[src/hdl/fmpc_ram.sv]
`timescale 1ns / 1ps
// Generic single-write, single-read RAM with registered read data.
module fmpc_ram #(
  parameter int WIDTH = 8,
  parameter int DEPTH = 16
) (
  input  logic                                        clk,
  input  logic                                        we,
  input  logic [((DEPTH > 1) ? $clog2(DEPTH) : 1)-1:0] waddr,
  input  logic [WIDTH-1:0]                            wdata,
  input  logic [((DEPTH > 1) ? $clog2(DEPTH) : 1)-1:0] raddr,
  output logic [WIDTH-1:0]                            rdata
);

  logic [WIDTH-1:0] mem [DEPTH];

  always_ff @(posedge clk) begin
    if (we) begin
      mem[waddr] <= wdata;
    end
    rdata <= mem[raddr];
  end

endmodule

[config.mk]
export PLATFORM = sky130hd
export DESIGN_NAME = fmpc_ram
export DESIGN_NICKNAME = d
export VERILOG_FILES = /design/src/hdl/fmpc_ram.sv
export SDC_FILE = /design/constraint.sdc
export NUM_CORES = 1
export LEC_CHECK = 0
export ABC_AREA = 0
export BUFFER_PORTS_ARGS = -buffer_cell sky130_fd_sc_hd__buf_2
export CAP_MARGIN = 20
export CORE_MARGIN = 2
export CORE_UTILIZATION = 45
export DETAILED_ROUTE_END_ITERATION = 8
export GPL_TIMING_DRIVEN = 0
export PLACE_DENSITY = 0.6
export SLEW_MARGIN = 10
export SYNTH_ARGS = -nofsm -noshare
export SYNTH_HDL_FRONTEND = slang
export SYNTH_SLANG_ARGS = --single-unit
[constraint.sdc]
create_clock -name clk -period 5.2 [get_ports clk]
set_input_delay 1.04 -clock clk [delete_from_list [all_inputs] [get_ports clk]]
set_output_delay 1.04 -clock clk [all_outputs]
set_load 0.01 [all_outputs]
# Yosys cells after proc, flatten, opt, wreduce, memory -nomap -nowiden
# Memories as Yosys holds them, arrays and structs flattened. A register that Yosys moved wholly into a read port is not among the register bits.
# Index checks and enable logic that the tools add are counted.
# Widths: inputs -> output; s select.
# word_totals
reg_bits,0
in_bits,18
out_inout_bits,8
n_memories,1
mem_bits_rw,128
word_cells,3
# op_classes
mux,2
# memory_table
memory,depth,word_bits,read_ports,rd_ports_with_merged_regs,write_ports,line,rtl
mem,16,8,1,1,1,15,logic [WIDTH-1:0] mem [DEPTH];
# op_table
op,n
$mux 1,2

# Depth between registers and ports, before layout
# logic_depth
word_depth,2
mapped_depth,5
ltp_nobuf,3

# Worst setup path before layout
# Ideal clock, no wire load.
# synth_path
path_type,input port to flip-flop
start,in waddr[2] (netlist name)
end,"mem mem[0][0], enable pin"
n_path_buf,0
required_time_ns,4.817
arrival_time_ns,2.150
setup_ns,0.383
slack_ns,2.667
path_stages,2
path_cell_list,or3b_2 > nor3_1
# synth_lines
item,line,rtl
"start, declared",9,"input logic [((DEPTH > 1) ? $clog2(DEPTH) : 1)-1:0] waddr,"
"end, declared",15,
# Straight into the memory's write port.

# Worst setup path in the final report
# layout_path
start,in waddr[2] (netlist name)
end,"mem mem[3][4], enable pin"
# Straight into the memory's write port.

==> results.ini <==
[timing]
finalWorstPathRequiredPeriod_ps=2310
tns_ps=0
holdWs_ps=681
grt_setup_unrepaired=no
timing.final.crit_share_pct=44.3
drv_slew=0
max-slew-margin-rel_pct=43.8
setup_violations=0
skew_ps=3.59
tightest_slew_ps=840
final_hold_viol_count=0
clock.fmax_ghz=0.434

[logic_synthesis]
syn-cell-area_mm2=0.00515
ys_ff_latch=136
synth_edf_count=128
syn_nets=247
async_flop_share_pct=0
synth-seq-area-share_pct=77.8
synth_top_area_cell=edfxtp_1
synth_top_area_share_pct=74.7
synth_flop_cell=edfxtp_1
ys_types=19
synthCells=229
synth.area.top_cells=edfxtp_1, mux4_2, mux4_1, dfxtp_1, a22oi_1
synth_most_common_cell=edfxtp_1
yosysWarnings=0
syn-mean-instance-area_um2=22.5
synth_common_cells=edfxtp_1, mux4_2, a22oi_1, mux4_1, nor2_1

[die]
std_cell_rows=39
core_mm2=0.0113
initial_utilization_pct=45.7
io_pins=26
die_height_um=111
die-area_mm2=0.0123
chipWidth_um=111

[global_route]
grt-ovfl-total=0
grt_pass1_wl_um=14600
grt_pass1_vias=2401
grt_start_max_net_pins=17
antenna_found_initial=0
grt_use_total_pct=17.0

[worst_setup_path]
crit_type=in2reg
cp.required_ps=5240
slowest_stage=nor2_1
cp_top_family=simple AND/OR/NAND/NOR gates
worst-path-buf-inv=1
cpPeakStageDelay_ps=650
critPathMaxFanout=8
critPathArrivalTime_ps=2350
path_cells=buf_2 > or3b_2 > nor2_1
end_kind=flip-flop
critPathLaunchType=input pin

[placement]
placedInstanceArea_mm2=0.00547
dpl.cell_count=398
portBuffers=24
hpwlAfterDp_um=6090
gp_congestion=0.733

[clock_tree]
cts_resized=0
cts.clk_slew.worst_paths_ps=60
cts_sinks=136
holdBufCountCts=0
htree_levels=4
clk_path_buf_depth=2
post_cts_buffers=0
clock_latency_ps=410
cts_root_buffer=clkbuf_16
cts_inserted_buffers=17
cts_tree=built

[run_status]
status=finished clean

[layout]
final_nets=292
final.fill_count=848
drive_above_1_share_pct=30.0
multiInputGateArea_mm2=0.00107
ff_latch_area_mm2=0.00400
syn_to_final_growth_pct=17.6
diodes=0
final_area_mm2=0.00605
finalNonFillerCells=430

[run]
cap_viol_max_count=0

[min_path]
hold_class=reg2reg

[route]
ant_nets=0
wl_per_cell_um=22.8
viasPerCell=5.55
drt_iter0_drc=157
finalWirelength_um=9790
firstDrtPassIters=4
drc_errors=0
vias=2387

[power_and_ir_drop]
cellLeakagePower_nw=2.03
peakVddDrop_uv=191
cellPowerDensity_mw_per_mm2=418

[cells by family (layout without fill, tap and decap cells)]
family,after synthesis,after routing,synth area share [%]
buffers and inverters,10,68,1.68
AND/OR/NAND/NOR,35,35,3.18
AO/OA/AOI/OAI,16,16,2.33
flip-flops,136,136,77.8
multiplexers,32,32,15.0
[flip-flops by register name, summed over array words and instances (netlist names)]
register,flops
mem,128
rdata,8
[final timing paths]
kind,slack [ps],cells after the start,endpoint,start
worst min register to register,680,3,rdata[1]$_DFF_P_,mem[11][1]$_DFFE_PP_
worst min-delay path,680,3,rdata[1]$_DFF_P_,mem[11][1]$_DFFE_PP_
worst max register to register,3730,3,rdata[0]$_DFF_P_,mem[0][0]$_DFFE_PP_
worst max-delay path,2890,3,mem[3][4]$_DFFE_PP_,waddr[2]
[cell usage in the layout, fill, tap and decap left out, types with 3 or more instances in the layout]
cell	n
nand2_1	9
clkinv_2	4
clkdlybuf4s25_2	3
edfxtp_1	128
clkbuf_16	17
mux4_1	14
buf_2	28
dfxtp_1	8
bufinv_16	3
buf_6	3
clkinv_1	3
mux4_2	18
clkinvlp_4	4
a22oi_1	16
nor2_1	13
[layer usage]
layer	GRT usage (%)	vias to the layer above	part of all wire (%)
met2	26.3	65	49
met3	3.94	16	3.6
li1	-	1064	-
met1	23.1	1242	46
met4	8.33	0	2.2
met5	0	-	0
[through the flow]
| stage | setup slack, ps | util [%] | power [W] |
|---|---|---|---|
| floorplan | 2670 | - | 0.00132 |
| global placement | 2050 | 48.3 | 0.00137 |
| detailed placement | 2460 | 48.5 | 0.00137 |
| CTS | 2870 | 53.7 | 0.00254 |
| global route | 2850 | 53.7 | 0.00260 |
| finish | 2890 | 53.7 | 0.00253 |
[power breakdown]
group | internal, W | total, W | switching, W | leakage, nW
clock network | 0.000744 | 0.00118 | 0.000435 | 0.277
registers | 0.00123 | 0.00123 | 0.00000558 | 1.22
logic | 0.0000489 | 0.000119 | 0.0000697 | 0.528
[layout make-up]
| cell class | instances | area share (%) |
|---|---|---|
| sequential | 136 | 66.1 |
| multi-input combinational | 83 | 17.6 |
| clock buffer | 17 | 7.03 |
| tap | 143 | 2.96 |
| clock inverter | 15 | 2.65 |
| buffer | 10 | 1.43 |
| timing repair buffer | 26 | 2.19 |
[worst min-delay path, cell delays in order (launching register included)]
cell,delay (ps)
edfxtp_1,310
mux4_1,210
a22oi_1,80
nand2_1,60
Power figures use the tool's default switching activity.
