[src/hdl/fmpc_pkg.sv]
`timescale 1ns / 1ps
// Shared types, sizes and match functions for the first-match packet classifier.
package fmpc_pkg;

  localparam int MAX_RULES = 256;
  localparam int IDX_W     = (MAX_RULES > 1) ? $clog2(MAX_RULES) : 1;
  localparam int CNT_W     = $clog2(MAX_RULES + 1);
  localparam int CFG_W     = 9;
  localparam int RIDX_W    = 8;
  localparam int Q_DEPTH   = 2;
  localparam int Q_PTR_W   = 1;
  localparam int Q_CNT_W   = 2;

  typedef enum logic {
    OP_WRITE    = 1'b0,
    OP_CLASSIFY = 1'b1
  } op_t;

  typedef enum logic [1:0] {
    ST_IDLE,
    ST_SCAN,
    ST_EMIT
  } state_t;

  typedef struct packed {
    logic        cmd;
    logic [7:0]  rule_index;
    logic [31:0] addr_a;
    logic [31:0] addr_b;
    logic [5:0]  len_a;
    logic [5:0]  len_b;
    logic [15:0] port_a_low;
    logic [15:0] port_a_high;
    logic [15:0] port_b_low;
    logic [15:0] port_b_high;
    logic [7:0]  proto_low;
    logic [7:0]  proto_high;
  } in_item_t;

  typedef struct packed {
    logic       found;
    logic [8:0] rule_number;
  } out_item_t;

  // Stored rule; prefix lengths are kept as expanded masks.
  // For a classify transaction the same layout carries the packet key in
  // the addr and low fields.
  typedef struct packed {
    logic [31:0] src_addr;
    logic [31:0] src_mask;
    logic [31:0] dst_addr;
    logic [31:0] dst_mask;
    logic [15:0] sp_lo;
    logic [15:0] sp_hi;
    logic [15:0] dp_lo;
    logic [15:0] dp_hi;
    logic [7:0]  pr_lo;
    logic [7:0]  pr_hi;
  } rule_t;

  localparam int RULE_W = $bits(rule_t);

  typedef struct packed {
    op_t              op;
    logic [IDX_W-1:0] idx;
    rule_t            rule;
  } cmd_entry_t;

  function automatic logic [31:0] prefix_mask(input logic [5:0] len);
    logic [5:0]  l;
    logic [31:0] m;
    l = (len > 6'd32) ? 6'd32 : len;
    if (l == 6'd0) begin
      m = '0;
    end else begin
      m = 32'hFFFF_FFFF << (6'd32 - l);
    end
    return m;
  endfunction

  function automatic logic rule_hit(input rule_t r, input rule_t key);
    logic a_ok;
    logic b_ok;
    logic sp_ok;
    logic dp_ok;
    logic pr_ok;
    a_ok  = ((key.src_addr ^ r.src_addr) & r.src_mask) == 32'd0;
    b_ok  = ((key.dst_addr ^ r.dst_addr) & r.dst_mask) == 32'd0;
    sp_ok = (key.sp_lo >= r.sp_lo) && (key.sp_lo <= r.sp_hi);
    dp_ok = (key.dp_lo >= r.dp_lo) && (key.dp_lo <= r.dp_hi);
    pr_ok = (key.pr_lo >= r.pr_lo) && (key.pr_lo <= r.pr_hi);
    return a_ok && b_ok && sp_ok && dp_ok && pr_ok;
  endfunction

endpackage

[src/hdl/fmpc_front.sv]
`timescale 1ns / 1ps
// Front end: accepts transactions, decodes them and builds queue commands.
module fmpc_front
  import fmpc_pkg::*;
(
  input  logic       clk,
  input  logic       rst_n,
  input  logic       in_push,
  input  in_item_t   in_item,
  output logic       in_full,
  output logic       q_push,
  output cmd_entry_t q_data,
  input  logic       q_full
);

  localparam int IDXC_W = (CNT_W > RIDX_W) ? CNT_W : RIDX_W;

  logic       stage_valid_r, stage_valid_nxt;
  cmd_entry_t stage_r, stage_nxt;
  logic       accept;
  logic       keep;

  assign in_full = stage_valid_r && q_full;
  assign accept  = in_push && !in_full;
  assign q_push  = stage_valid_r;
  assign q_data  = stage_r;

  always_comb begin
    stage_nxt.op            = op_t'(in_item.cmd);
    stage_nxt.idx           = IDX_W'(in_item.rule_index);
    stage_nxt.rule.src_addr = in_item.addr_a;
    stage_nxt.rule.dst_addr = in_item.addr_b;
    stage_nxt.rule.src_mask = prefix_mask(in_item.len_a);
    stage_nxt.rule.dst_mask = prefix_mask(in_item.len_b);
    stage_nxt.rule.sp_lo    = in_item.port_a_low;
    stage_nxt.rule.sp_hi    = in_item.port_a_high;
    stage_nxt.rule.dp_lo    = in_item.port_b_low;
    stage_nxt.rule.dp_hi    = in_item.port_b_high;
    stage_nxt.rule.pr_lo    = in_item.proto_low;
    stage_nxt.rule.pr_hi    = in_item.proto_high;
    // writes beyond the table are dropped here
    keep = (op_t'(in_item.cmd) == OP_CLASSIFY) ||
           (IDXC_W'(in_item.rule_index) < IDXC_W'(MAX_RULES));
    stage_valid_nxt = (stage_valid_r && q_full) || (accept && keep);
  end

  always_ff @(posedge clk) begin
    if (!rst_n) begin
      stage_valid_r <= 1'b0;
    end else begin
      stage_valid_r <= stage_valid_nxt;
    end
  end

  always_ff @(posedge clk) begin
    if (accept) begin
      stage_r <= stage_nxt;
    end
  end

endmodule

[config.mk]
export PLATFORM = sky130hd
export DESIGN_NAME = fmpc_front
export DESIGN_NICKNAME = d
export VERILOG_FILES = /design/src/hdl/fmpc_pkg.sv /design/src/hdl/fmpc_front.sv
export SDC_FILE = /design/constraint.sdc
export NUM_CORES = 1
export LEC_CHECK = 0
export BUFFER_PORTS_ARGS = -buffer_cell sky130_fd_sc_hd__buf_2
export CORE_AREA = 10 10 144 146
export DETAILED_ROUTE_END_ITERATION = 10
export DIE_AREA = 0 0 154 156
export PLACE_DENSITY = 0.86
export SETUP_SLACK_MARGIN = 0.4
export SLEW_MARGIN = 25
export SYNTH_ARGS = -nofsm -noshare
export SYNTH_HDL_FRONTEND = slang
export SYNTH_SLANG_ARGS = --single-unit
[constraint.sdc]
create_clock -name clk -period 17.3 [get_ports clk]
set_input_delay 2.595 -clock clk [delete_from_list [all_inputs] [get_ports clk]]
set_output_delay 2.595 -clock clk [all_outputs]
set_load 0.05 [all_outputs]
# Word-level counts from Yosys, hierarchy flattened
# Cells that the tools add are included.
[op_classes] n_reduce_logical=6 n_mux=2 n_shift=2 n_lt_le_gt_ge=2 eq_ne=0 mul=0 div=0 n_bitwise=0 addsub=2
[ops] operator="$shl A32 B6 Y32 const A" count=2
[ops] operator="$gt A6 B6 Y1 const B" count=2
[ops] operator="$logic_not A6 Y1" count=2
[ops] operator="$mux W6" count=2
[ops] operator="$sub A6 B6 Y6 const A" count=2
[ops] operator="$logic_and A1 B1 Y1" count=2
[ops] operator="$logic_not A1 Y1" count=1
[ops] operator="$logic_or A1 B1 Y1" count=1
[word_totals] reg_bits=218 mem_count=0 in_bits=169 mem_bits_ro=0 out_inout_bits=219 latch_bits=0 wordCells=27 ram_bits=0

# Longest topological paths before layout
[depth] ltp_word=4 depth_mapped=9 mapped_depth_nobuf=7

# Least setup slack after synthesis
# No wires, ideal clock.
[synth_timing] kind="in2reg" start="in q_full" end="reg stage_r, in the netlist q_data[0] (enable)" stages=2 arrival_ns=12.444 path_buffers=0 t_required_ns=16.482 setup_time_ns=0.818 path_slack_ns=4.037 cell_sequence="and2_1 > nor2b_1"
[synth_between] elab_chain_len=3
[synth_lines] element="start, declared" line_no="fmpc_front.sv:13" source="input logic q_full"
[synth_lines] element="$logic_and A1 B1 Y1" line_no="fmpc_front.sv:23" source="assign in_full = stage_valid_r && q_full;"
[synth_lines] element="$logic_not A1 Y1" line_no="fmpc_front.sv:24" source="assign accept = in_push && !in_full;"
[synth_lines] element="$logic_and A1 B1 Y1" line_no="fmpc_front.sv:24"
[synth_lines] element="named net accept" line_no="fmpc_front.sv:20" source="logic accept;"
[synth_lines] element="end signal, assigned" line_no="fmpc_front.sv:57" source="stage_r <= stage_nxt;"
[synth_lines] element="end, declared" line_no="fmpc_front.sv:19" source="cmd_entry_t stage_r, stage_nxt;"
# The timed path passes the listed nets, and every way through them passes these cells.
# A chain may end at the register's enable or synchronous reset.

# Worst setup path after layout
[layout_timing] start="in q_full" end="out in_full"
[layout_between] elab_chain_len=1
[layout_lines] element="$logic_and A1 B1 Y1" line_no="fmpc_front.sv:23"
[layout_lines] element="end, declared" line_no="fmpc_front.sv:10" source="output logic in_full,"
# Every way passes these cells.

==> metrics.md <==
| Metric | Value |
|---|---|
| Global-route wire length before repair | 31900 µm |
| Layer with the highest usage | met2 |
| Register clock-pin slew on the reported worst setup and hold paths | 0.06 ns |
| Number of levels in the clock H-tree | 1 |
| Setup TNS after final layout | 0 ns |
| Worst hold margin | 0.703 ns |
| Terminating pin of the worst hold path | q_push |
| Antenna violations before repair | 4 |
| Initial core utilization | 41.5% |
| Register bit count reported by yosys | 218 |
| Number of violations of the max-capacitance limit | 0 |
| Number of cells on the worst hold path | 2 |
| Placer congestion estimate | 0.820 |
| Number of global-route vias before repair | 5133 |
| Leftover overflow at the end of global routing | 0 |
| Worst-Skew Late Latency | 0.49 ns |
| Unique cell type count in the Yosys netlist | 36 |
| Crit path launch type | input pin |
| Avg Vias per Cell | 4.81 |
| HPWL Detailed | 17800 µm |
| Buffer depth of the longest clock path | 3 |
| Area of all placed cells without fillers | 10300 µm² |
| Multiplexer fraction of the synthesized cell area | 0.287% |
| Switching power summed over all nets | 0.362 mW |
| Clock network power share | 33.5% |
| Ports | 388 |
| Slowest CP cell | buf_2 |
| M2 GR Usage | 30.7% |
| Cell internal power dissipation | 0.910 mW |
| Hold Crit Class | reg -> reg |
| Total count of hold-check failures in the final report | 0 |
| Compound-cell area share of the yosys netlist | 4.21% |
| Row count | 49 |
| Root cell of the clock tree | clkbuf_16 |
| Internal reg-to-reg setup slack | 14.61 ns |
| Proportion of layout cells with a drive suffix above 1 | 54.3% |
| Count of buffer and inverter cells on the critical path | 2 |
| Yosys warns | 0 |
| CTS Hold Buffers Added | 0 |
| Xor-xnor portion of the synthesized cell area | 0.236% |
| Mean area per synthesized cell | 20.0 µm² |
| Number of resized instances in the post-cts repair step | 0 |
| Number of buffers created by CTS | 22 |
| Delay of the slowest critical-path stage | 0.29 ns |
| Largest family of logic cells by synthesized area | simple AND/OR/NAND/NOR gates |
| Area of the die | 24000 µm² |
| Area growth syn-to-layout | 39.0% |
| Met1 track utilization from global routing | 18.8% |
| Kind of cell adding the most delay to the critical path | buffers and inverters |
| DRC violation total after the first TritonRoute iteration | 308 |
| Sequential Power Share | 49.7% |
| Via Count | 4942 |
| Synth Area in Simple Gates | 4.78% |
| Area after DPL | 9650 µm² |
| Share of total power consumed by net switching | 28.4% |
| Post-synthesis net count | 547 |
| Upper clock frequency limit | 174 MHz |
| Post-CTS setup buffer count | 0 |
| Die Width | 154 µm |
| Worst Setup End Kind | output pin |
| Reg-to-reg startpoint | q_push |
| Synthesized area | 7410 µm² |
| IO buf count | 387 |
| Worst Reg2Reg Path Length in Cells | 4 |
| Worst Clk Skew | 0.00614 ns |
| Required time of the critical path | 14.70 ns |
| Final Max Slew Viols | 0 |
| Arrival time reported for the critical path endpoint | 3.16 ns |
| GRT Overall Usage | 17.2% |
| Largest net degree at the start of global routing | 82 |
| Total Wirelength | 22500 µm |
| Unrepaired setup endpoints after global routing | no |
| Average detailed-routed wire length per instance | 21.9 µm |
| Hold Path Origin | q_push |
| Core ar. | 17800 µm² |
| TritonCTS clock tree | yes |
| Type of the setup path with the least slack | in -> out |
| Final-layout fill cell count | 1404 |
| Sinks on Clock Net | 218 |
| Most frequent CP cell | buf_2 |
| Leak Pwr | 4.30 nW |
| Met3 GRT Util | 6.09% |
| Remaining number of nets flagged by the antenna check after routing | 0 |
| Detailed Routing Iterations Pass 1 | 4 |
| Final critical-path required period | 5.75 ns |
| Outcome | complete, no violations |
| Height of the die | 156 µm |
| Final setup violation count | 0 |
| Sequential element share of the synthesized area | 88.2% |
| Critical R2R Capture | q_data[108] |
| Power density relative to cell area | 123 nW/µm² |
| Maximum fanout along the worst path | 3 |
| Post-synthesis cell count | 371 |
| DR DRC count | 0 |
| Adder-cell share of the synthesized area | 1.18% |
| Placement Setup Slack | 11.54 ns |
| Cell-by-cell trace of the critical path | buf_2 > and2_1 > buf_2 |
| Fin util | 57.7% |
| Crit path setup slack, layout | 11.55 ns |
| Layout net count | 957 |
| Transition at the pin with the smallest max-transition slack | 1.02 ns |
| Combinational share of power | 16.8% |
| VDD IR max | 84.5 µV |
| Worst slew margin | 31.7% |
| Final period utilization | 33.2% |
## cells in the mapped netlist
master	number	share of area, %
nor4_1	2	0.17
nor4_4	1	0.29
nor2b_4	1	0.19
nor2b_1	4	0.34
mux2i_1	1	0.14
o21ai_2	1	0.12
clkbuf_1	3	0.15
a21oi_1	45	3.0
and2_1	2	0.17
nand3_1	3	0.20
inv_1	15	0.76
o21ai_0	3	0.20
dfxtp_1	1	0.27
nor2_1	28	1.4
o21a_1	2	0.20
and2b_2	1	0.12
nor4b_2	1	0.20
nor3_2	1	0.14
or2_2	1	0.084
nor3_1	4	0.27
o22ai_1	1	0.084
ha_1	7	1.2
nand2_1	10	0.51
xor2_1	1	0.12
or3_1	1	0.084
buf_2	1	0.067
nand2b_1	3	0.25
a22oi_2	1	0.17
nor4b_1	2	0.24
xnor2_1	1	0.12
o31a_1	2	0.24
mux2_2	1	0.15
or3b_1	1	0.12
a221o_2	1	0.15
buf_4	1	0.10
edfxtp_1	217	88
## per-stage QoR
stage	instances	total power [mW]
3_5_place_dp	986	0.859
4_1_cts	1025	1.28
3_3_place_gp	986	0.853
5_1_grt	1025	1.32
2_1_floorplan	371	0.801
6_report	1027	1.27
## worst register-to-register path, stage by stage, from the launching register on
cell     delay, ns
dfxtp_1       0.31
and2_1        0.20
nor2b_4       0.10
buf_4         0.69
buf_4         0.92
## registers in the layout (all words and copies together) (netlist names)
signal and cells:
q_data 217, q_push 1
## cell type report
class | count | area, µm² | share of cell area (%)
multi-input cells | 133 | 800 | 7.76
inverters | 15 | 56.3 | 0.547
flip-flops and latches | 218 | 6540 | 63.5
well taps | 229 | 287 | 2.78
clock buffers | 27 | 591 | 5.73
diodes | 2 | 5.00 | 0.0486
clock inverters | 12 | 57.6 | 0.559
repair buffers | 391 | 1970 | 19.1
## cells by family (layout without fill, tap and decap cells)
kind of cell	Yosys count	count (layout)
and+or+nand+nor	66	66
adders and majority gates	7	7
buffers and inverters	20	445
AOI/OAI and AO/OA	56	56
other	0	2
DFF	218	218
xor gates and xnor gates	2	2
muxes	2	2
## metal layers
layer / vias up / share of wire [%]
met3: 36 / 10
met2: 296 / 53
met5: - / 0.12
met1: 2353 / 34
li1: 2253 / -
met4: 4 / 2.1
## worst max-delay path by stage
| stage | start | endpoint | slack (ns) | cells after the start |
|---|---|---|---|---|
| 4_1_cts | q_full | in_full | 11.54 | 3 |
| 3_5_place_dp | q_full | in_full | 11.54 | 3 |
| 6_report | q_full | in_full | 11.55 | 3 |
| 2_1_floorplan | q_full | q_data[0] | 4.04 | 2 |
| 5_1_grt | q_full | in_full | 11.51 | 3 |
| 3_3_place_gp | q_full | in_full | 11.56 | 3 |
## power by group through the flow
stage / Combinational [mW] / Sequential (mW) / Clock, mW
finish: 0.214 / 0.632 / 0.426
global route: 0.224 / 0.635 / 0.458
CTS: 0.216 / 0.633 / 0.436
detailed placement: 0.216 / 0.643 / 0
global placement: 0.211 / 0.642 / 0
floorplan: 0.0332 / 0.768 / 0
## layout by cell type (no fill, tap or decap), types with 4 or more instances in the layout
cell,Yosys,layout
buf_4,1,4
clkinv_1,0,5
ha_1,7,7
clkbuf_16,0,23
a21oi_1,45,45
nand2_1,10,10
edfxtp_1,217,217
nor2_1,28,28
inv_1,15,15
clkbuf_1,3,4
buf_2,1,387
nor3_1,4,4
clkinv_2,0,6
Power figures use the tool's default switching activity.
