**config.mk**
```make
export PLATFORM = sky130hd
export DESIGN_NAME = fmpc_scan
export DESIGN_NICKNAME = d
export VERILOG_FILES = /design/src/hdl/fmpc_pkg.sv /design/src/hdl/fmpc_scan.sv
export SDC_FILE = /design/constraint.sdc
export NUM_CORES = 1
export LEC_CHECK = 0
export ABC_AREA = 1
export ABC_CLOCK_PERIOD_IN_PS = 16800
export BUFFER_PORTS_ARGS = -buffer_cell sky130_fd_sc_hd__buf_2
export CAP_MARGIN = 20
export CORE_AREA = 2 2 262 264
export CTS_BUF_LIST = sky130_fd_sc_hd__clkbuf_8
export CTS_CLUSTER_SIZE = 20
export DETAILED_ROUTE_END_ITERATION = 8
export DIE_AREA = 0 0 264 266
export SLEW_MARGIN = 40
export SYNTH_ARGS = -nofsm -noshare
export SYNTH_HDL_FRONTEND = slang
export SYNTH_SLANG_ARGS = --single-unit
```
**constraint.sdc**
```tcl
create_clock -name clk -period 16.8 [get_ports clk]
set_input_delay 1.68 -clock clk [delete_from_list [all_inputs] [get_ports clk]]
set_output_delay 1.68 -clock clk [all_outputs]
set_load 0.05 [all_outputs]
```
**src/hdl/fmpc_pkg.sv**
```systemverilog
`timescale 1ns / 1ps
// Shared types, sizes and match functions for the first-match packet classifier.
package fmpc_pkg;

  localparam int MAX_RULES = 256;
  localparam int IDX_W     = (MAX_RULES > 1) ? $clog2(MAX_RULES) : 1;
  localparam int CNT_W     = $clog2(MAX_RULES + 1);
  localparam int CFG_W     = 9;
  localparam int RIDX_W    = 8;
  localparam int Q_DEPTH   = 2;
  localparam int Q_PTR_W   = 1;
  localparam int Q_CNT_W   = 2;

  typedef enum logic {
    OP_WRITE    = 1'b0,
    OP_CLASSIFY = 1'b1
  } op_t;

  typedef enum logic [1:0] {
    ST_IDLE,
    ST_SCAN,
    ST_EMIT
  } state_t;

  typedef struct packed {
    logic        cmd;
    logic [7:0]  rule_index;
    logic [31:0] addr_a;
    logic [31:0] addr_b;
    logic [5:0]  len_a;
    logic [5:0]  len_b;
    logic [15:0] port_a_low;
    logic [15:0] port_a_high;
    logic [15:0] port_b_low;
    logic [15:0] port_b_high;
    logic [7:0]  proto_low;
    logic [7:0]  proto_high;
  } in_item_t;

  typedef struct packed {
    logic       found;
    logic [8:0] rule_number;
  } out_item_t;

  // Stored rule; prefix lengths are kept as expanded masks.
  // For a classify transaction the same layout carries the packet key in
  // the addr and low fields.
  typedef struct packed {
    logic [31:0] src_addr;
    logic [31:0] src_mask;
    logic [31:0] dst_addr;
    logic [31:0] dst_mask;
    logic [15:0] sp_lo;
    logic [15:0] sp_hi;
    logic [15:0] dp_lo;
    logic [15:0] dp_hi;
    logic [7:0]  pr_lo;
    logic [7:0]  pr_hi;
  } rule_t;

  localparam int RULE_W = $bits(rule_t);

  typedef struct packed {
    op_t              op;
    logic [IDX_W-1:0] idx;
    rule_t            rule;
  } cmd_entry_t;

  function automatic logic [31:0] prefix_mask(input logic [5:0] len);
    logic [5:0]  l;
    logic [31:0] m;
    l = (len > 6'd32) ? 6'd32 : len;
    if (l == 6'd0) begin
      m = '0;
    end else begin
      m = 32'hFFFF_FFFF << (6'd32 - l);
    end
    return m;
  endfunction

  function automatic logic rule_hit(input rule_t r, input rule_t key);
    logic a_ok;
    logic b_ok;
    logic sp_ok;
    logic dp_ok;
    logic pr_ok;
    a_ok  = ((key.src_addr ^ r.src_addr) & r.src_mask) == 32'd0;
    b_ok  = ((key.dst_addr ^ r.dst_addr) & r.dst_mask) == 32'd0;
    sp_ok = (key.sp_lo >= r.sp_lo) && (key.sp_lo <= r.sp_hi);
    dp_ok = (key.dp_lo >= r.dp_lo) && (key.dp_lo <= r.dp_hi);
    pr_ok = (key.pr_lo >= r.pr_lo) && (key.pr_lo <= r.pr_hi);
    return a_ok && b_ok && sp_ok && dp_ok && pr_ok;
  endfunction

endpackage

```
**src/hdl/fmpc_scan.sv**
```systemverilog
`timescale 1ns / 1ps
// Back end: executes rule writes and scans the rule memory for classify.
module fmpc_scan
  import fmpc_pkg::*;
(
  input  logic             clk,
  input  logic             rst_n,
  input  logic             cfg_valid,
  output logic             cfg_ready,
  input  logic [CFG_W-1:0] cfg_rule_count,
  input  logic             q_empty,
  input  cmd_entry_t       q_data,
  output logic             q_pop,
  output logic             ram_we,
  output logic [IDX_W-1:0] ram_waddr,
  output rule_t            ram_wdata,
  output logic [IDX_W-1:0] ram_raddr,
  input  rule_t            ram_rdata,
  output logic             out_empty,
  input  logic             out_pop,
  output out_item_t        out_item
);

  localparam int CMP_W = (CNT_W > CFG_W) ? CNT_W : CFG_W;

  state_t           state_r, state_nxt;
  logic [CNT_W-1:0] limit_r;
  logic [IDX_W-1:0] cnt_r, cnt_nxt;
  rule_t            key_r, key_nxt;
  out_item_t        res_r, res_nxt;
  out_item_t        out_r, out_nxt;
  logic             out_valid_r, out_valid_nxt;
  logic             hit;
  logic             last;
  logic [CNT_W-1:0] cnt_plus1;
  logic             slot_free;

  assign cfg_ready = 1'b1;
  assign out_empty = !out_valid_r;
  assign out_item  = out_r;
  assign ram_waddr = q_data.idx;
  assign ram_wdata = q_data.rule;

  assign hit       = rule_hit(ram_rdata, key_r);
  assign cnt_plus1 = CNT_W'(cnt_r) + CNT_W'(1);
  assign last      = (cnt_plus1 == limit_r);
  assign slot_free = !out_valid_r || out_pop;

  // next state
  always_comb begin
    state_nxt = state_r;
    unique case (state_r)
      ST_IDLE: begin
        if (!q_empty && q_data.op == OP_CLASSIFY) begin
          state_nxt = (limit_r == '0) ? ST_EMIT : ST_SCAN;
        end
      end
      ST_SCAN: begin
        if (hit || last) begin
          state_nxt = ST_EMIT;
        end
      end
      ST_EMIT: begin
        if (slot_free) begin
          state_nxt = ST_IDLE;
        end
      end
      default: state_nxt = ST_IDLE;
    endcase
  end

  // outputs and datapath
  always_comb begin
    q_pop         = 1'b0;
    ram_we        = 1'b0;
    ram_raddr     = cnt_r;
    cnt_nxt       = cnt_r;
    key_nxt       = key_r;
    res_nxt       = res_r;
    out_nxt       = out_r;
    out_valid_nxt = out_valid_r && !out_pop;
    unique case (state_r)
      ST_IDLE: begin
        if (!q_empty) begin
          q_pop = 1'b1;
          if (q_data.op == OP_WRITE) begin
            ram_we = 1'b1;
          end else begin
            key_nxt             = q_data.rule;
            cnt_nxt             = '0;
            ram_raddr           = '0;
            res_nxt.found       = 1'b0;
            res_nxt.rule_number = '0;
          end
        end
      end
      ST_SCAN: begin
        // ram_rdata holds entry cnt_r; fetch the next one behind it
        if (hit) begin
          res_nxt.found       = 1'b1;
          res_nxt.rule_number = 9'(cnt_plus1);
        end else if (!last) begin
          cnt_nxt   = cnt_r + IDX_W'(1);
          ram_raddr = cnt_nxt;
        end
      end
      ST_EMIT: begin
        if (slot_free) begin
          out_valid_nxt = 1'b1;
          out_nxt       = res_r;
        end
      end
      default: begin
        q_pop = 1'b0;
      end
    endcase
  end

  always_ff @(posedge clk) begin
    if (!rst_n) begin
      state_r     <= ST_IDLE;
      out_valid_r <= 1'b0;
      limit_r     <= '0;
    end else begin
      state_r     <= state_nxt;
      out_valid_r <= out_valid_nxt;
      if (cfg_valid && cfg_ready) begin
        limit_r <= (CMP_W'(cfg_rule_count) > CMP_W'(MAX_RULES)) ?
                   CNT_W'(MAX_RULES) : CNT_W'(CMP_W'(cfg_rule_count));
      end
    end
  end

  always_ff @(posedge clk) begin
    cnt_r <= cnt_nxt;
    key_r <= key_nxt;
    res_r <= res_nxt;
    out_r <= out_nxt;
  end

  a_scan_in_range: assert property (@(posedge clk) disable iff (!rst_n)
    state_r == ST_SCAN |-> CNT_W'(cnt_r) < limit_r)
    else $error("scan index beyond rule count");

  a_write_idle_only: assert property (@(posedge clk) disable iff (!rst_n)
    ram_we |-> state_r == ST_IDLE && !q_empty)
    else $error("rule write outside idle");

  a_found_number: assert property (@(posedge clk) disable iff (!rst_n)
    out_valid_r |-> (out_r.found == (out_r.rule_number != 9'd0)) || CNT_W > 9)
    else $error("found flag and rule number disagree");

  a_emit_waits: assert property (@(posedge clk) disable iff (!rst_n)
    state_r == ST_EMIT && out_valid_r && !out_pop |=> state_r == ST_EMIT)
    else $error("result dropped while output slot busy");

endmodule

```
Word level (Yosys, flattened, before mapping)
Index checks and enable logic that the tools add are counted.
Storage, ports and cells
  bits of input ports: 439
  output and inout bits: 238
  flip-flop bits (word level): 144
  logic and storage cells: 81
Operators by class
  magnitude comparators: 7
  eq/ne operators: 9
  multiplexer cells: 22
  bitwise gates (word level): 5
  reduce and logical (&&, ||, !) cells: 23
  add/sub/neg operators: 2
Operators with widths (count)
  AND 32 bit: 2
  logical NOT 32 bit: 2
  XOR 32 bit: 2
  greater-or-equal comparator 16 bit: 2
  less-or-equal comparator 16 bit: 2
  2-to-1 mux 8 bit: 4
  2-to-1 mux 10 bit: 3
  one-hot mux 10 bit (2 select lines): 1
  one-hot mux 8 bit (2 select lines): 1
  != test 2 bit, second input constant: 6
  adder 8 x 1 -> 9 bit, second input constant: 1
  equality test 9 bit: 1
  > comparator 9 bit, second input constant: 1
  logical AND 1 bit: 9
  logical NOT 9 bit: 1
  2-to-1 mux 9 bit: 1
  adder 8 x 1 -> 8 bit, second input constant: 1
  greater-or-equal comparator 8 bit: 1
  less-or-equal comparator 8 bit: 1
  2-to-1 mux 2 bit: 4
  2-to-1 mux 1 bit: 7
  one-hot mux 2 bit (3 select lines): 1
  AND reduction 3 bit: 2
  AND reduction 4 bit: 1
  other kinds (8): 11

Longest topological paths before layout
  word-level depth: 10
  mapped depth: 19
  gate-level depth less buffers: 18

Worst setup path after synthesis
Ideal clock, no wire load.
  kind: input to register
  start point: in q_data[216] in the netlist's numbering
  end point: reg key_r[10] in the netlist's numbering (enable)
  slack: 7.332 ns
  library setup time: 0.694 ns
  arrival: 8.774 ns
  buffers on the path: 0
  required time: 16.106 ns
  cell stages on the path: 2
  cells stage by stage: inv_1 nor3_1
Between the ends
  cells in the longest elaborated chain, start to end: 1
Ends and longest elaborated chain
  start, declared: line fmpc_scan.sv:12  | input cmd_entry_t q_data,
  AND reduction 3 bit (no source line)
  end signal, assigned: line fmpc_scan.sv:136  | key_r <= key_nxt;
  end, declared: line fmpc_scan.sv:29  | rule_t key_r, key_nxt;
Every way passes these cells.
A chain may end at the register's enable or synchronous reset.

Final worst setup path
  start point: in ram_rdata[57] in the netlist's numbering
  end point: out ram_raddr[1]
Between the ends
  cells in the longest elaborated chain, start to end: 7
Ends and longest elaborated chain
  start, declared: line fmpc_scan.sv:18  | input rule_t ram_rdata,
  less-or-equal comparator 16 bit: line fmpc_pkg.sv:89  | sp_ok = (key.sp_lo >= r.sp_lo) && (key.sp_lo <= r.sp_hi);
  logical AND 1 bit: line fmpc_pkg.sv:89
  logical AND 1 bit (3 in series): line fmpc_pkg.sv:92  | return a_ok && b_ok && sp_ok && dp_ok && pr_ok;
  2-to-1 mux 8 bit: line fmpc_scan.sv:99  | if (hit) begin
  one-hot mux 8 bit (2 select lines)
  end, declared: line fmpc_scan.sv:17  | output logic [IDX_W-1:0] ram_raddr,
Every way passes these cells.

==> run metrics <==
status completed; synthesized area per cell around 8 um^2; post-CTS setup buffer count 0; post-synthesis compound-gate area fraction about 4.4%; CTS Hold Bufs 0; part of the power in registers between 40% and 50%; H-tree depth 4; Startpoint Class input pin; global-route wire length before repair around 60 mm; Pwr Total between 0.001 and 0.0015 W; buffer depth of the longest clock path 2; RSZ-0062 raised after global routing no; Pins Over Slew Limit 0; Nets slightly above 2,000; VDD IR max about 0.000075 V; static leakage ~6 nW; Post-CTS Resized 0; vias in the first global route 8,010; number of flops mapped to enable cells by yosys around 120; CTS tree built; Seq cells post-synth ~140; RR Endpoint res_r[0]; Congestion Overflow GR 0; Setup-failing EPs final 0; Horiz. Die Dim approximately 260 um; P&R area growth vs syn 20.52%; Logic pwr share between 30% and 40%; antenna violations before repair 6; Final Hold Viols 0; Synth Area in XOR/XNOR less than 1%; sequential share of the synthesized area 40.48%; post-synthesis cell area a little over 10,000 um^2; CTS Sinks 144; Fin Clk Skew 0.02864 ns; post-synthesis adder-cell area fraction 9.948%; Initial Util between 15 and 20%; hold path depth 0; initial DRC count 396; total CTS buffers 17; FF-to-FF path depth 13; ANT nets after route 0; DRC viols 0; WL final between 40 and 50 mm; DIE HEIGHT 266 um; Clock power frac between 20% and 30%; Worst Setup End Kind primary output; Total GRT Usage about 12%; switch share roughly 39%; max cap viols 0; Hold Path Sink out_item[3]; critical path type input pin to primary output; Root Buffer Master clkbuf_8; FILL cells 7,645; Arrival @ worst endpoint 4.54 ns; f_max approximately 160 MHz; Syn Inst Count around 1,200; largest net degree at the start of global routing 53; Worst-Margin Slew 0.7754 ns; min cycle time layout 6.225 ns; Vias per Instance ~3.6; Rows 96; share of flip-flops with an asynchronous set or reset 0%; ys flop type edfxtp_1; drt pass-1 iters 4; Core Area slightly below 70,000 um^2; FF-to-FF setup slack between 10 and 15 ns; WP data required 15.12 ns; Worst Path Max Fanout 11; Clock Latency Late Sink about 0.55 ns; WL per Instance roughly 19 um; hpwl dp between 30 and 40 mm; Synth Net Count 1,764; number of warnings issued by yosys 0; vias approximately 8,600; RD Place Congestion 0.8976; layout cells sized above 1 ~34%; Synth Area in Simple Gates roughly 22%; power density over cell area 82.97 nW/um^2; clock-pin slew on the worst setup and hold paths about 0.08 ns; final worst path period share between 30% and 40%; Int Pwr 0.0006233 W; Synth cell types 41; RR Startpoint key_r[71]; Switch Pwr roughly 0.0004 W; Max-slew headroom between 40% and 50%; die area approximately 70,000 um^2; worst hold path type flop to flop; boundary pin count between 600 and 700; mux share of post-synthesis cell area 0%; largest family of logic cells by synthesized area buffers and inverters; port buffer count roughly 450; setup TNS 0 ns; Hold Path Origin res_r[3]
==> flip-flops by register name (all words and copies together) (netlist names) <==
register and cells:
cnt_r 8, key_r 104, limit_r 9, out_item 10
out_valid_r 1, res_r 10, state_r 2
==> synth_stat cells, types with 2 or more instances <==
cell type | count | area, um^2
o211ai_1 | 3 | 22.52
nand4_1 | 21 | 131.4
a21oi_1 | 45 | 225.2
dfxtp_1 | 20 | 400.4
nand3_2 | 3 | 30.03
a211oi_1 | 6 | 45.04
or2_2 | 2 | 12.51
ha_1 | 81 | 1013
nor2_1 | 170 | 638.1
o21ai_1 | 8 | 40.04
nor4_1 | 4 | 25.02
nand3_1 | 45 | 225.2
nand2_1 | 275 | 1032
o21ai_0 | 15 | 75.07
edfxtp_1 | 124 | 3724
clkinv_1 | 2 | 7.510
nand2_2 | 8 | 50.05
nor3_1 | 6 | 30.03
buf_4 | 218 | 1637
nor2_2 | 4 | 25.02
inv_1 | 164 | 615.6
==> power groups by stage <==
stage	Clock (W)	Combinational [W]	Sequential, W
2_1_floorplan	0	0.000290	0.000452
3_3_place_gp	0	0.000304	0.000456
3_5_place_dp	0	0.000307	0.000456
4_1_cts	0.000289	0.000309	0.000448
5_1_grt	0.000292	0.000338	0.000452
6_report	0.000265	0.000305	0.000448
==> final cells by class <==
type / count / area [um^2] / share of cell area (%)
flip-flops and latches: 144 / 4124 / 33.59
clock buffers: 18 / 247.7 / 2.018
multi-input cells: 711 / 3789 / 30.86
diodes: 6 / 15.01 / 0.1223
well taps: 882 / 1104 / 8.988
inverters: 167 / 626.9 / 5.105
clock inverters: 14 / 80.08 / 0.6522
repair buffers: 454 / 2292 / 18.67
==> layer usage <==
layer / global-route usage, % / share of wire [%]
met5: 1.386 / 0.26
met4: 5.697 / 3.8
met3: 8.096 / 14
met2: 18.91 / 44
met1: 12.86 / 38
==> placed cells by master, fill, tap and decap left out, drive strengths merged <==
| cell type | instances |
|---|---|
| buf | 454 |
| nand2 | 283 |
| nor2 | 175 |
| inv | 172 |
| edfxtp | 124 |
| ha | 81 |
| nand3 | 48 |
| a21oi | 45 |
| o21ai | 23 |
| nand4 | 22 |
| dfxtp | 20 |
| clkbuf | 18 |
| clkinv | 9 |
| diode | 6 |
| nor3 | 6 |
| a211oi | 6 |
| nor4 | 4 |
| o211ai | 3 |
| or2 | 3 |
| xor2 | 2 |
| o21a | 1 |
| a21o | 1 |
| a31oi | 1 |
| o22ai | 1 |
| o2111ai | 1 |
| nand3b | 1 |
| xnor2 | 1 |
| nor3b | 1 |
| and2 | 1 |
| conb | 1 |
==> how the worst max path moves through the flow <==
stage                     slack, ns  depth (start not counted)            to          start
after floorplan                7.33                          2     key_r[10]    q_data[216]
after CTS                     10.41                         17  ram_raddr[1]  ram_rdata[57]
after global placement        10.46                         17  ram_raddr[1]  ram_rdata[57]
final                         10.58                         17  ram_raddr[1]  ram_rdata[57]
after detailed placement      10.42                         17  ram_raddr[1]  ram_rdata[57]
after global routing          10.15                         17  ram_raddr[1]  ram_rdata[57]
==> critical path, cell delays in order <==
cell	delay, ns
buf_2	0.07
inv_1	0.05
ha_1	0.30
nand2_1	0.06
inv_1	0.03
o21ai_0	0.25
a21oi_1	0.11
nor2_1	0.10
nand2_1	0.06
nand2_1	0.05
nand2_1	0.08
nor2_2	0.40
nand3_1	0.50
or2_2	0.45
nand3_1	0.07
nand2_1	0.07
buf_2	0.21
==> metrics by stage <==
| stage | instances | hold WS, ns | cell area [um^2] | util, % | setup WS [ns] |
|---|---|---|---|---|---|
| global route | 2394 | 0.4371 | 12270 | 18.12 | 10.15 |
| floorplan | 1244 | 0.4003 | 10190 | - | 7.332 |
| finish | 2396 | 0.4269 | 12280 | 18.12 | 10.58 |
| detailed placement | 2358 | 0.4054 | 11930 | 17.61 | 10.42 |
| CTS | 2390 | 0.4286 | 12260 | 18.10 | 10.41 |
| global placement | 2357 | 0.4039 | 11900 | 17.57 | 10.46 |
==> cells by family after synthesis <==
kind of cell,count (synthesis)
DFF,144
other,1
adders and majority gates,81
buffers and inverters,389
and+or+nand+nor,544
AOI/OAI and AO/OA,82
xor gates and xnor gates,3
Power figures use the tool's default switching activity.
