`config.mk`:
```
export PLATFORM = sky130hd
export DESIGN_NAME = fmpc_queue
export DESIGN_NICKNAME = d
export VERILOG_FILES = /design/src/hdl/fmpc_pkg.sv /design/src/hdl/fmpc_queue.sv
export SDC_FILE = /design/constraint.sdc
export NUM_CORES = 1
export LEC_CHECK = 0
export BUFFER_PORTS_ARGS = -buffer_cell sky130_fd_sc_hd__buf_2
export CORE_MARGIN = 2
export CORE_UTILIZATION = 24
export CTS_CLUSTER_DIAMETER = 30
export DETAILED_ROUTE_END_ITERATION = 16
export PLACE_DENSITY = 0.51
export REMOVE_ABC_BUFFERS = 1
export SYNTH_ARGS = -nofsm -noshare
export SYNTH_HDL_FRONTEND = slang
export SYNTH_SLANG_ARGS = --single-unit
```
`constraint.sdc`:
```
create_clock -name clk -period 12.5 [get_ports clk]
set_input_delay 0.625 -clock clk [delete_from_list [all_inputs] [get_ports clk]]
set_output_delay 0.625 -clock clk [all_outputs]
set_load 0.03 [all_outputs]
```
`src/hdl/fmpc_pkg.sv`:
```
`timescale 1ns / 1ps
// Shared types, sizes and match functions for the first-match packet classifier.
package fmpc_pkg;

  localparam int MAX_RULES = 256;
  localparam int IDX_W     = (MAX_RULES > 1) ? $clog2(MAX_RULES) : 1;
  localparam int CNT_W     = $clog2(MAX_RULES + 1);
  localparam int CFG_W     = 9;
  localparam int RIDX_W    = 8;
  localparam int Q_DEPTH   = 2;
  localparam int Q_PTR_W   = 1;
  localparam int Q_CNT_W   = 2;

  typedef enum logic {
    OP_WRITE    = 1'b0,
    OP_CLASSIFY = 1'b1
  } op_t;

  typedef enum logic [1:0] {
    ST_IDLE,
    ST_SCAN,
    ST_EMIT
  } state_t;

  typedef struct packed {
    logic        cmd;
    logic [7:0]  rule_index;
    logic [31:0] addr_a;
    logic [31:0] addr_b;
    logic [5:0]  len_a;
    logic [5:0]  len_b;
    logic [15:0] port_a_low;
    logic [15:0] port_a_high;
    logic [15:0] port_b_low;
    logic [15:0] port_b_high;
    logic [7:0]  proto_low;
    logic [7:0]  proto_high;
  } in_item_t;

  typedef struct packed {
    logic       found;
    logic [8:0] rule_number;
  } out_item_t;

  // Stored rule; prefix lengths are kept as expanded masks.
  // For a classify transaction the same layout carries the packet key in
  // the addr and low fields.
  typedef struct packed {
    logic [31:0] src_addr;
    logic [31:0] src_mask;
    logic [31:0] dst_addr;
    logic [31:0] dst_mask;
    logic [15:0] sp_lo;
    logic [15:0] sp_hi;
    logic [15:0] dp_lo;
    logic [15:0] dp_hi;
    logic [7:0]  pr_lo;
    logic [7:0]  pr_hi;
  } rule_t;

  localparam int RULE_W = $bits(rule_t);

  typedef struct packed {
    op_t              op;
    logic [IDX_W-1:0] idx;
    rule_t            rule;
  } cmd_entry_t;

  function automatic logic [31:0] prefix_mask(input logic [5:0] len);
    logic [5:0]  l;
    logic [31:0] m;
    l = (len > 6'd32) ? 6'd32 : len;
    if (l == 6'd0) begin
      m = '0;
    end else begin
      m = 32'hFFFF_FFFF << (6'd32 - l);
    end
    return m;
  endfunction

  function automatic logic rule_hit(input rule_t r, input rule_t key);
    logic a_ok;
    logic b_ok;
    logic sp_ok;
    logic dp_ok;
    logic pr_ok;
    a_ok  = ((key.src_addr ^ r.src_addr) & r.src_mask) == 32'd0;
    b_ok  = ((key.dst_addr ^ r.dst_addr) & r.dst_mask) == 32'd0;
    sp_ok = (key.sp_lo >= r.sp_lo) && (key.sp_lo <= r.sp_hi);
    dp_ok = (key.dp_lo >= r.dp_lo) && (key.dp_lo <= r.dp_hi);
    pr_ok = (key.pr_lo >= r.pr_lo) && (key.pr_lo <= r.pr_hi);
    return a_ok && b_ok && sp_ok && dp_ok && pr_ok;
  endfunction

endpackage

```
`src/hdl/fmpc_queue.sv`:
```
`timescale 1ns / 1ps
// Short command queue between the front end and the scan engine.
module fmpc_queue
  import fmpc_pkg::*;
(
  input  logic       clk,
  input  logic       rst_n,
  input  logic       push,
  input  cmd_entry_t push_data,
  output logic       full,
  input  logic       pop,
  output cmd_entry_t pop_data,
  output logic       empty
);

  cmd_entry_t           entries_r [Q_DEPTH];
  logic [Q_PTR_W-1:0]   wr_ptr_r, wr_ptr_nxt;
  logic [Q_PTR_W-1:0]   rd_ptr_r, rd_ptr_nxt;
  logic [Q_CNT_W-1:0]   count_r, count_nxt;
  logic                 do_push, do_pop;

  assign full     = (count_r == Q_CNT_W'(Q_DEPTH));
  assign empty    = (count_r == '0);
  assign do_push  = push && !full;
  assign do_pop   = pop && !empty;
  assign pop_data = entries_r[rd_ptr_r];

  always_comb begin
    wr_ptr_nxt = wr_ptr_r;
    rd_ptr_nxt = rd_ptr_r;
    count_nxt  = count_r;
    if (do_push) begin
      wr_ptr_nxt = (wr_ptr_r == Q_PTR_W'(Q_DEPTH - 1)) ? '0 : wr_ptr_r + Q_PTR_W'(1);
    end
    if (do_pop) begin
      rd_ptr_nxt = (rd_ptr_r == Q_PTR_W'(Q_DEPTH - 1)) ? '0 : rd_ptr_r + Q_PTR_W'(1);
    end
    if (do_push && !do_pop) begin
      count_nxt = count_r + Q_CNT_W'(1);
    end else if (do_pop && !do_push) begin
      count_nxt = count_r - Q_CNT_W'(1);
    end
  end

  always_ff @(posedge clk) begin
    if (!rst_n) begin
      wr_ptr_r <= '0;
      rd_ptr_r <= '0;
      count_r  <= '0;
    end else begin
      wr_ptr_r <= wr_ptr_nxt;
      rd_ptr_r <= rd_ptr_nxt;
      count_r  <= count_nxt;
    end
  end

  always_ff @(posedge clk) begin
    if (do_push) begin
      entries_r[wr_ptr_r] <= push_data;
    end
  end

endmodule

```
Word level (Yosys, flattened, before mapping)
Memories as Yosys holds them, arrays and structs flattened. A register that Yosys moved wholly into a read port is not among the register bits.
Index checks and enable logic that the tools add are counted.
{"block": "totals", "regBits": 4, "latch_bits": 0, "mem_bits_rw": 434, "mem_bits_ro": 0, "in_bits": 221, "out_inout_bits": 219, "word_cells": 27, "memories": 1}
{"block": "classes", "add_sub_neg": 4, "n_mul": 0, "n_div": 0, "magnitude_cmp": 0, "eq_ne": 1, "n_shift": 0, "muxes": 8, "n_bitwise": 0, "n_reduce_logical": 10}
{"name": "entries_r", "words": 2, "width": 217, "rd": 1, "rd_ports_with_merged_regs": 1, "write_ports": 1, "line": "fmpc_queue.sv:16", "text": "cmd_entry_t entries_r [Q_DEPTH];"}
{"operator": "$mux 1", "count": 6}
{"operator": "$logic_and 1x1->1", "count": 4}
{"operator": "$logic_not 1->1", "count": 4}
{"operator": "$mux 2", "count": 2}
{"operator": "$add 1x1->1 const B", "count": 2}
{"operator": "$add 2x1->2 const B", "count": 1}
{"operator": "$eq 2x2->1 const B", "count": 1}
{"operator": "$logic_not 2->1", "count": 1}
{"operator": "$reduce_bool 2->1", "count": 1}
{"operator": "$sub 2x1->2 const B", "count": 1}

Depth between registers and ports, before layout
Gate-level depths: netlist (run 1).
{"block": "logic_depth", "word_depth": 7, "depth_mapped": 7, "ltp_nobuf": 7}

Worst setup path before layout (run 1)
No wires, ideal clock.
{"block": "synth_path", "path_type": "input port to flip-flop", "from": "in push", "to": "reg wr_ptr_r", "setup_time_ns": 0.096, "t_arrival_ns": 9.677, "t_required_ns": 12.404, "path_slack_ns": 2.727, "cell_stages": 3, "n_path_buf": 0, "path_cell_list": "inv_1 nor3_2 o21a_1"}
{"block": "synth_via", "elab_chain_cells": 1}
{"item": "from (decl)", "line": "fmpc_queue.sv:8", "text": "input logic push,"}
{"item": "$logic_and 1x1->1", "line": "fmpc_queue.sv:24", "text": "assign do_push = push && !full;"}
{"item": "to (signal assigned)", "line": "fmpc_queue.sv:51", "text": "wr_ptr_r <= wr_ptr_nxt;"}
{"item": "to (decl)", "line": "fmpc_queue.sv:17", "text": "logic [Q_PTR_W-1:0] wr_ptr_r, wr_ptr_nxt;"}
Every way passes these cells.
A chain may end at the register's enable or synchronous reset.

==> results by group, run 1 <==
Synthesis
  • Post-synth top flop: edfxtp_1
  • Synthesis Warnings: 0
  • Post-synth EDFFs: 434
  • Sequential share of the synthesized area: 80.0%
  • Synthesized area: 16400 um2
  • FF+latch count, synth: 439
  • Synth unique cells: 21
  • Syn avg cell area: 23.5 um2
  • Post-synth ARST share: 0%
  • Gate Count Post-Synth: 700

Job
  • Maxcap violations: 0

Power
  • Sequential share of power: 32.7%
  • Power Internal: 4.17 mW
  • Leakage: 8.77 nW
  • PD cells: 258 nW/um2
  • Combinational power share: 24.0%
  • Switching Power: 1.75 mW
  • Power Total: 5.92 mW
  • Clock share of power: 43.3%
  • Worst VDD drop: 0.141 mV
  • Switch share: 29.6%

GRT
  • Total GRT Usage: 10.2%
  • Pin count of the biggest net entering global routing: 163
  • Initial antenna violation count: 9
  • Vias in the first global route: 9071
  • Global route overflow: 0
  • Global-route wire length before repair: 54300 um

Clock tree
  • TritonCTS clock tree: done
  • H-tree depth: 3
  • Num CTS Buffers: 99
  • CTS-repair resized insts: 0
  • CTS Sinks: 439
  • Clock Pin Slew Worst Setup and Hold Paths: 0.04 ns
  • Post-CTS Repair Setup Buffers: 0
  • Hold_buf cts: 0
  • Skew-Pair Late Insertion Delay: 0.61 ns
  • Clock Tree Buf Depth: 3
  • Clock root buffer: clkbuf_16

Route
  • DR pass1 iterations: 4
  • WL/cell: 17.1 um
  • Vias: 8456
  • DRT iter0 DRCs: 371
  • Routed WL: 37300 um
  • Residual DRC count: 0
  • Routed Antenna Nets: 0
  • Vias/cell: 3.88

Placement
  • Dpl cell area: 19600 um2
  • Placer congestion estimate: 0.736
  • Final HPWL DP: 23700 um
  • Port-buffer cells: 439

STA
  • Fin crit share: 30.2%
  • Fmax: 265 MHz
  • Slew headroom: 22.6%
  • Slew at the pin closest to its max-slew limit: 1.16 ns
  • Final Max Tran Viols: 0
  • RSZ-0062 raised after global routing: false
  • Endpoints failing setup: 0
  • Tmin final: 3.77 ns
  • Layout Skew: 0.0183 ns
  • Final hold vios: 0
  • TNS Setup: 0 ns

Die
  • IO Count: 440
  • Initial Utilization: 24.4%
  • Die H: 266 um
  • Die Footprint: 70500 um2
  • Core box area: 67400 um2
  • Row count: 95
  • Die Wd: 266 um

Finish
  • Layout cells sized above 1: 62.2%
  • Final instance area: 22900 um2
  • Nets: 1443
  • Filler instances: 6497
  • Area Growth Syn to Fin: 39.7%

Worst hold path
  • HP Class: input pin to flop
  • Cell depth of the worst hold path: 1

Setup path
  • Worst EP arrival: 3.15 ns
  • Worst Path Required: 11.88 ns
  • Largest fanout on the critical path: 56
  • R2r worst-path depth: 3
  • Crit Path Class: flop to output pin
  • CP Capture Type: output pin
  • CP startpoint kind: flop

Run status
  • Status: finished, final reports clean
-- metal layers --
layer / up-vias / wire, um / global-route usage, %
li1: 3884 / - / -
met1: 4140 / 13600 / 10.6
met2: 313 / 18800 / 17.3
met3: 105 / 3530 / 5.00
met4: 14 / 1250 / 4.58
met5: - / 103 / 0
-- through the flow --
| step | hold WS, ns | cells | utilization (%) | setup slack, ns |
|---|---|---|---|---|
| after floorplan | 0.483 | 676 | - | 2.73 |
| after detailed placement | 0.512 | 1993 | 29.0 | 9.31 |
| final | 0.194 | 2180 | 34.0 | 8.73 |
| after global placement | 0.497 | 1993 | 29.0 | 9.32 |
| after CTS | 0.129 | 2179 | 34.0 | 8.62 |
| after global routing | 0.142 | 2180 | 34.0 | 8.54 |
-- flip-flops by register name (all words and copies together), names as in the netlist, named ones only --
name / count
entries_r: 434
count_r: 2
rd_ptr_r: 1
wr_ptr_r: 1
-- worst paths after layout --
| check | start | slack [ns] | to |
|---|---|---|---|
| max | flop | 8.73 | pop_data[33] |
| min | push_data[190] | 0.19 | entries_r[0][190]$_DFFE_PP_ |
| max reg2reg | count_r[0]$_SDFFE_PN0P_ | 9.78 | entries_r[1][110]$_DFFE_PP_ |
| min reg2reg | count_r[1]$_SDFFE_PN0P_ | 0.53 | count_r[1]$_SDFFE_PN0P_ |
-- power groups by stage --
stage          combinational (mW)  clock, mW  sequential (mW)
6_report                     1.42       2.56             1.93
5_1_grt                      1.50       2.71             1.95
4_1_cts                      1.45       2.63             1.94
3_5_place_dp                 1.45          0             1.96
3_3_place_gp                 1.44          0             1.96
2_1_floorplan                1.12          0             2.06
-- cell usage after synthesis (all sizes together) (2+ instances only) --
cell | number | share of area (%)
a21boi | 2 | 0.091
and2 | 3 | 0.11
buf | 24 | 1.3
dfxtp | 5 | 0.61
edfxtp | 434 | 79
inv | 2 | 0.046
mux2 | 217 | 18
nor2 | 2 | 0.046
o21ai | 2 | 0.061
xnor2 | 2 | 0.11
-- cells in the final DEF (no fill, tap or decap), types with 2 or more instances in the layout --
cell,synthesis,routed
clkinvlp_4,0,11
clkbuf_1,0,19
clkinv_4,0,2
clkbuf_16,0,100
buf_2,8,439
clkinv_2,0,13
dfxtp_1,5,4
clkinv_1,0,19
mux2_4,130,130
and2_1,3,3
edfxtp_1,434,434
xnor2_1,2,2
buf_12,0,3
inv_6,0,4
buf_4,0,2
mux2_2,87,87
nor2_1,2,2
inv_1,2,2
bufinv_16,0,16
-- final cells by class --
type                       instances  area [um2]  share of cell area, %
antenna                            1        2.50                 0.0109
clock inverter                    67         788                   3.44
clock buffer                     119        2570                   11.2
timing repair buffer             444        2270                   9.90
tap                              873        1090                   4.76
inverter                           2        7.51                 0.0327
sequential                       439       13100                   57.3
multi-input combinational        235        3070                   13.4
-- critical path, stage by stage (launching register included) --
cell,delay [ns]
dfxtp_4,0.96
buf_4,0.82
mux2_2,0.42
buf_2,0.18
-- cells by family after synthesis --
kind of cell	Yosys count	share of synthesized area, %
compound gates	5	0.198
xor+xnor	3	0.160
fa+ha+maj	1	0.0762
buf+inv	26	1.39
flops	439	80.0
mux	217	17.9
simple gates	9	0.335
Power figures use the tool's default switching activity.
==> run 2: changes to the inputs <==
clock period = 3.9 ns   (was 12.5 ns; I/O delays follow)
==> results by group, run 2 (synthesis results as in run 1) <==
Run status
  • Status: finished, final reports clean

Power
  • Worst VDD drop: 0.469 mV (+230%)
  • Sequential share of power: 31.0% (-1.7 points)
  • PD cells: 777 nW/um2 (+200%)
  • Combinational power share: 24.5% (+0.5 points)
  • Switch share: 29.4% (-0.18 points)
  • Leakage: 9.96 nW (+14%)
  • Power Internal: 14.1 mW (+240%)
  • Clock share of power: 44.5% (+1.2 points)
  • Switching Power: 5.86 mW (+240%)

Route
  • Vias: 9418 (+11%)
  • WL/cell: 16.2 um (-5.3%)
  • Routed Antenna Nets: 0 (unchanged)
  • Vias/cell: 3.88 (about the same)
  • DR pass1 iterations: 4 (unchanged)
  • Routed WL: 39300 um (+5.4%)
  • Residual DRC count: 0 (unchanged)
  • DRT iter0 DRCs: 426 (+15%)

Setup path
  • Worst Path Required: 3.70 ns (-8.18 ns)
  • Crit Path Class: flop to output pin
  • R2r worst-path depth: 3 (unchanged)
  • CP startpoint kind: flop
  • CP Capture Type: output pin
  • Largest fanout on the critical path: 44 (-21%)
  • Worst EP arrival: 2.56 ns (-0.59 ns)

Clock tree
  • Clock root buffer: clkbuf_16
  • Num CTS Buffers: 104 (+5.1%)
  • Skew-Pair Late Insertion Delay: 0.62 ns (about the same)
  • Clock Pin Slew Worst Setup and Hold Paths: 0.04 ns (about the same)
  • Post-CTS Repair Setup Buffers: 0 (unchanged)
  • CTS Sinks: 439 (unchanged)
  • H-tree depth: 3 (unchanged)
  • Clock Tree Buf Depth: 3 (unchanged)
  • TritonCTS clock tree: done

Finish
  • Most frequent cells in the layout: buf_2 (439), edfxtp_1 (434), dlygate4sd3_1 (219)
  • FF+latch area: 13100 um2 (unchanged)
  • # diodes: 0 (-1)
  • Multi-input gate area: 3070 um2 (unchanged)
  • Filler instances: 6183 (-4.8%)
  • Nets: 1687 (+17%)
  • Area Growth Syn to Fin: 56.4%
  • Max FFs per register: 434 (unchanged)
  • Regs by FF count: entries_r (434), count_r (2)
  • Layout cells sized above 1: 54.7% (-7.5 points)
  • Commonest non-fill, non-tap cell in the layout: buf_2
  • Largest reg by FF count: entries_r

STA
  • Slew headroom: 36.3% (+14 points)
  • Fin worst setup slack: 1.14 ns (-7.59 ns)
  • Hold slack: 0.0613 ns (-0.133 ns)
  • Tmin final: 2.76 ns
  • RSZ-0062 raised after global routing: false
  • TNS Setup: 0 ns (unchanged)
  • Layout Skew: 0.0237 ns (+0.00536 ns)
  • Endpoints failing setup: 0 (unchanged)
  • Final hold vios: 0 (unchanged)
  • Final Max Tran Viols: 0 (unchanged)
  • Fmax: 363 MHz
  • Fin crit share: 70.7%
  • Slew at the pin closest to its max-slew limit: 0.956 ns (-0.205 ns)

Worst hold path
  • Cell depth of the worst hold path: 4 (+3)
  • HP Class: input pin to flop

Placement
  • Port-buffer cells: 439 (unchanged)
  • Setup Slack @ Placement: 1.66 ns (-7.65 ns)
  • Placer congestion estimate: 0.739 (+0.41%)
  • Final HPWL DP: 25000 um (+5.5%)

GRT
  • Initial antenna violation count: 2 (-7)
  • Global-route wire length before repair: 59300 um (+9.2%)
  • Total GRT Usage: 10.9% (+0.69 points)
  • Pin count of the biggest net entering global routing: 115 (-29%)
  • Global route overflow: 0 (unchanged)
  • Vias in the first global route: 10734 (+18%)

Die
  • Row count: 95 (unchanged)
  • Die Wd: 266 um (unchanged)
  • IO Count: 440 (unchanged)
  • Core box area: 67400 um2 (unchanged)
  • Die Footprint: 70500 um2 (unchanged)
  • Die H: 266 um (unchanged)
  • Initial Utilization: 24.4% (unchanged)

Job
  • Maxcap violations: 0 (unchanged)
==> run 2: through the flow <==
| stage | total power [mW] | instances | instance area, um2 | util [%] |
|---|---|---|---|---|
| 6_report | 20.0 | 2427 | 25700 | 38.1 |
| 5_1_grt | 20.7 | 2427 | 25700 | 38.1 |
| 4_1_cts | 20.2 | 2427 | 25700 | 38.1 |
| 3_5_place_dp | 11.0 | 2013 | 19800 | 29.4 |
| 3_3_place_gp | 11.0 | 2013 | 19800 | 29.4 |
| 2_1_floorplan | 9.79 | 676 | 16200 | - |
==> run 2: critical path, cell delays in order (launching register included) <==
cell,delay (ns)
dfxtp_4,0.94
buf_4,0.38
mux2_2,0.37
buf_2,0.18
==> run 2: final cells by class <==
type                            instances  area share [%]
Clock buffer                          117            10.6
Clock inverter                         78            3.73
Inverter                                2          0.0292
Multi-Input combinational cell        235            12.0
Sequential cell                       439            51.2
Tap cell                              873            4.25
Timing Repair Buffer                  683            18.3
==> run 2: power groups by stage <==
stage / combinational, mW / sequential [mW] / clock (mW)
2_1_floorplan: 3.23 / 6.56 / 0
3_3_place_gp: 4.76 / 6.25 / 0
3_5_place_dp: 4.77 / 6.27 / 0
4_1_cts: 4.98 / 6.20 / 9.07
5_1_grt: 5.16 / 6.25 / 9.33
6_report: 4.89 / 6.18 / 8.88
==> run 2: routing by layer <==
layer	vias up	wire length, um	track usage [%]
met5	-	27	0
met4	4	1260	5.15
met3	94	2830	3.97
met2	328	19800	18.8
met1	4604	15400	11.8
li1	4388	-	-
==> run 2: worst paths after layout <==
path | start | endpoint | slack [ns]
worst min-delay path | pop | rd_ptr_r$_SDFFE_PN0P_ | 0.06
worst max-delay path | flop | pop_data[33] | 1.14
worst max register to register | count_r[0]$_SDFFE_PN0P_ | entries_r[1][170]$_DFFE_PP_ | 1.71
worst min register to register | count_r[1]$_SDFFE_PN0P_ | count_r[1]$_SDFFE_PN0P_ | 0.54
==> run 2: what timing repair did <==
action	CTS	global route
resized for setup	0	0
hold buffers	219	0
endpoints found under the hold margin	439	0
setup endpoints to repair	0	0
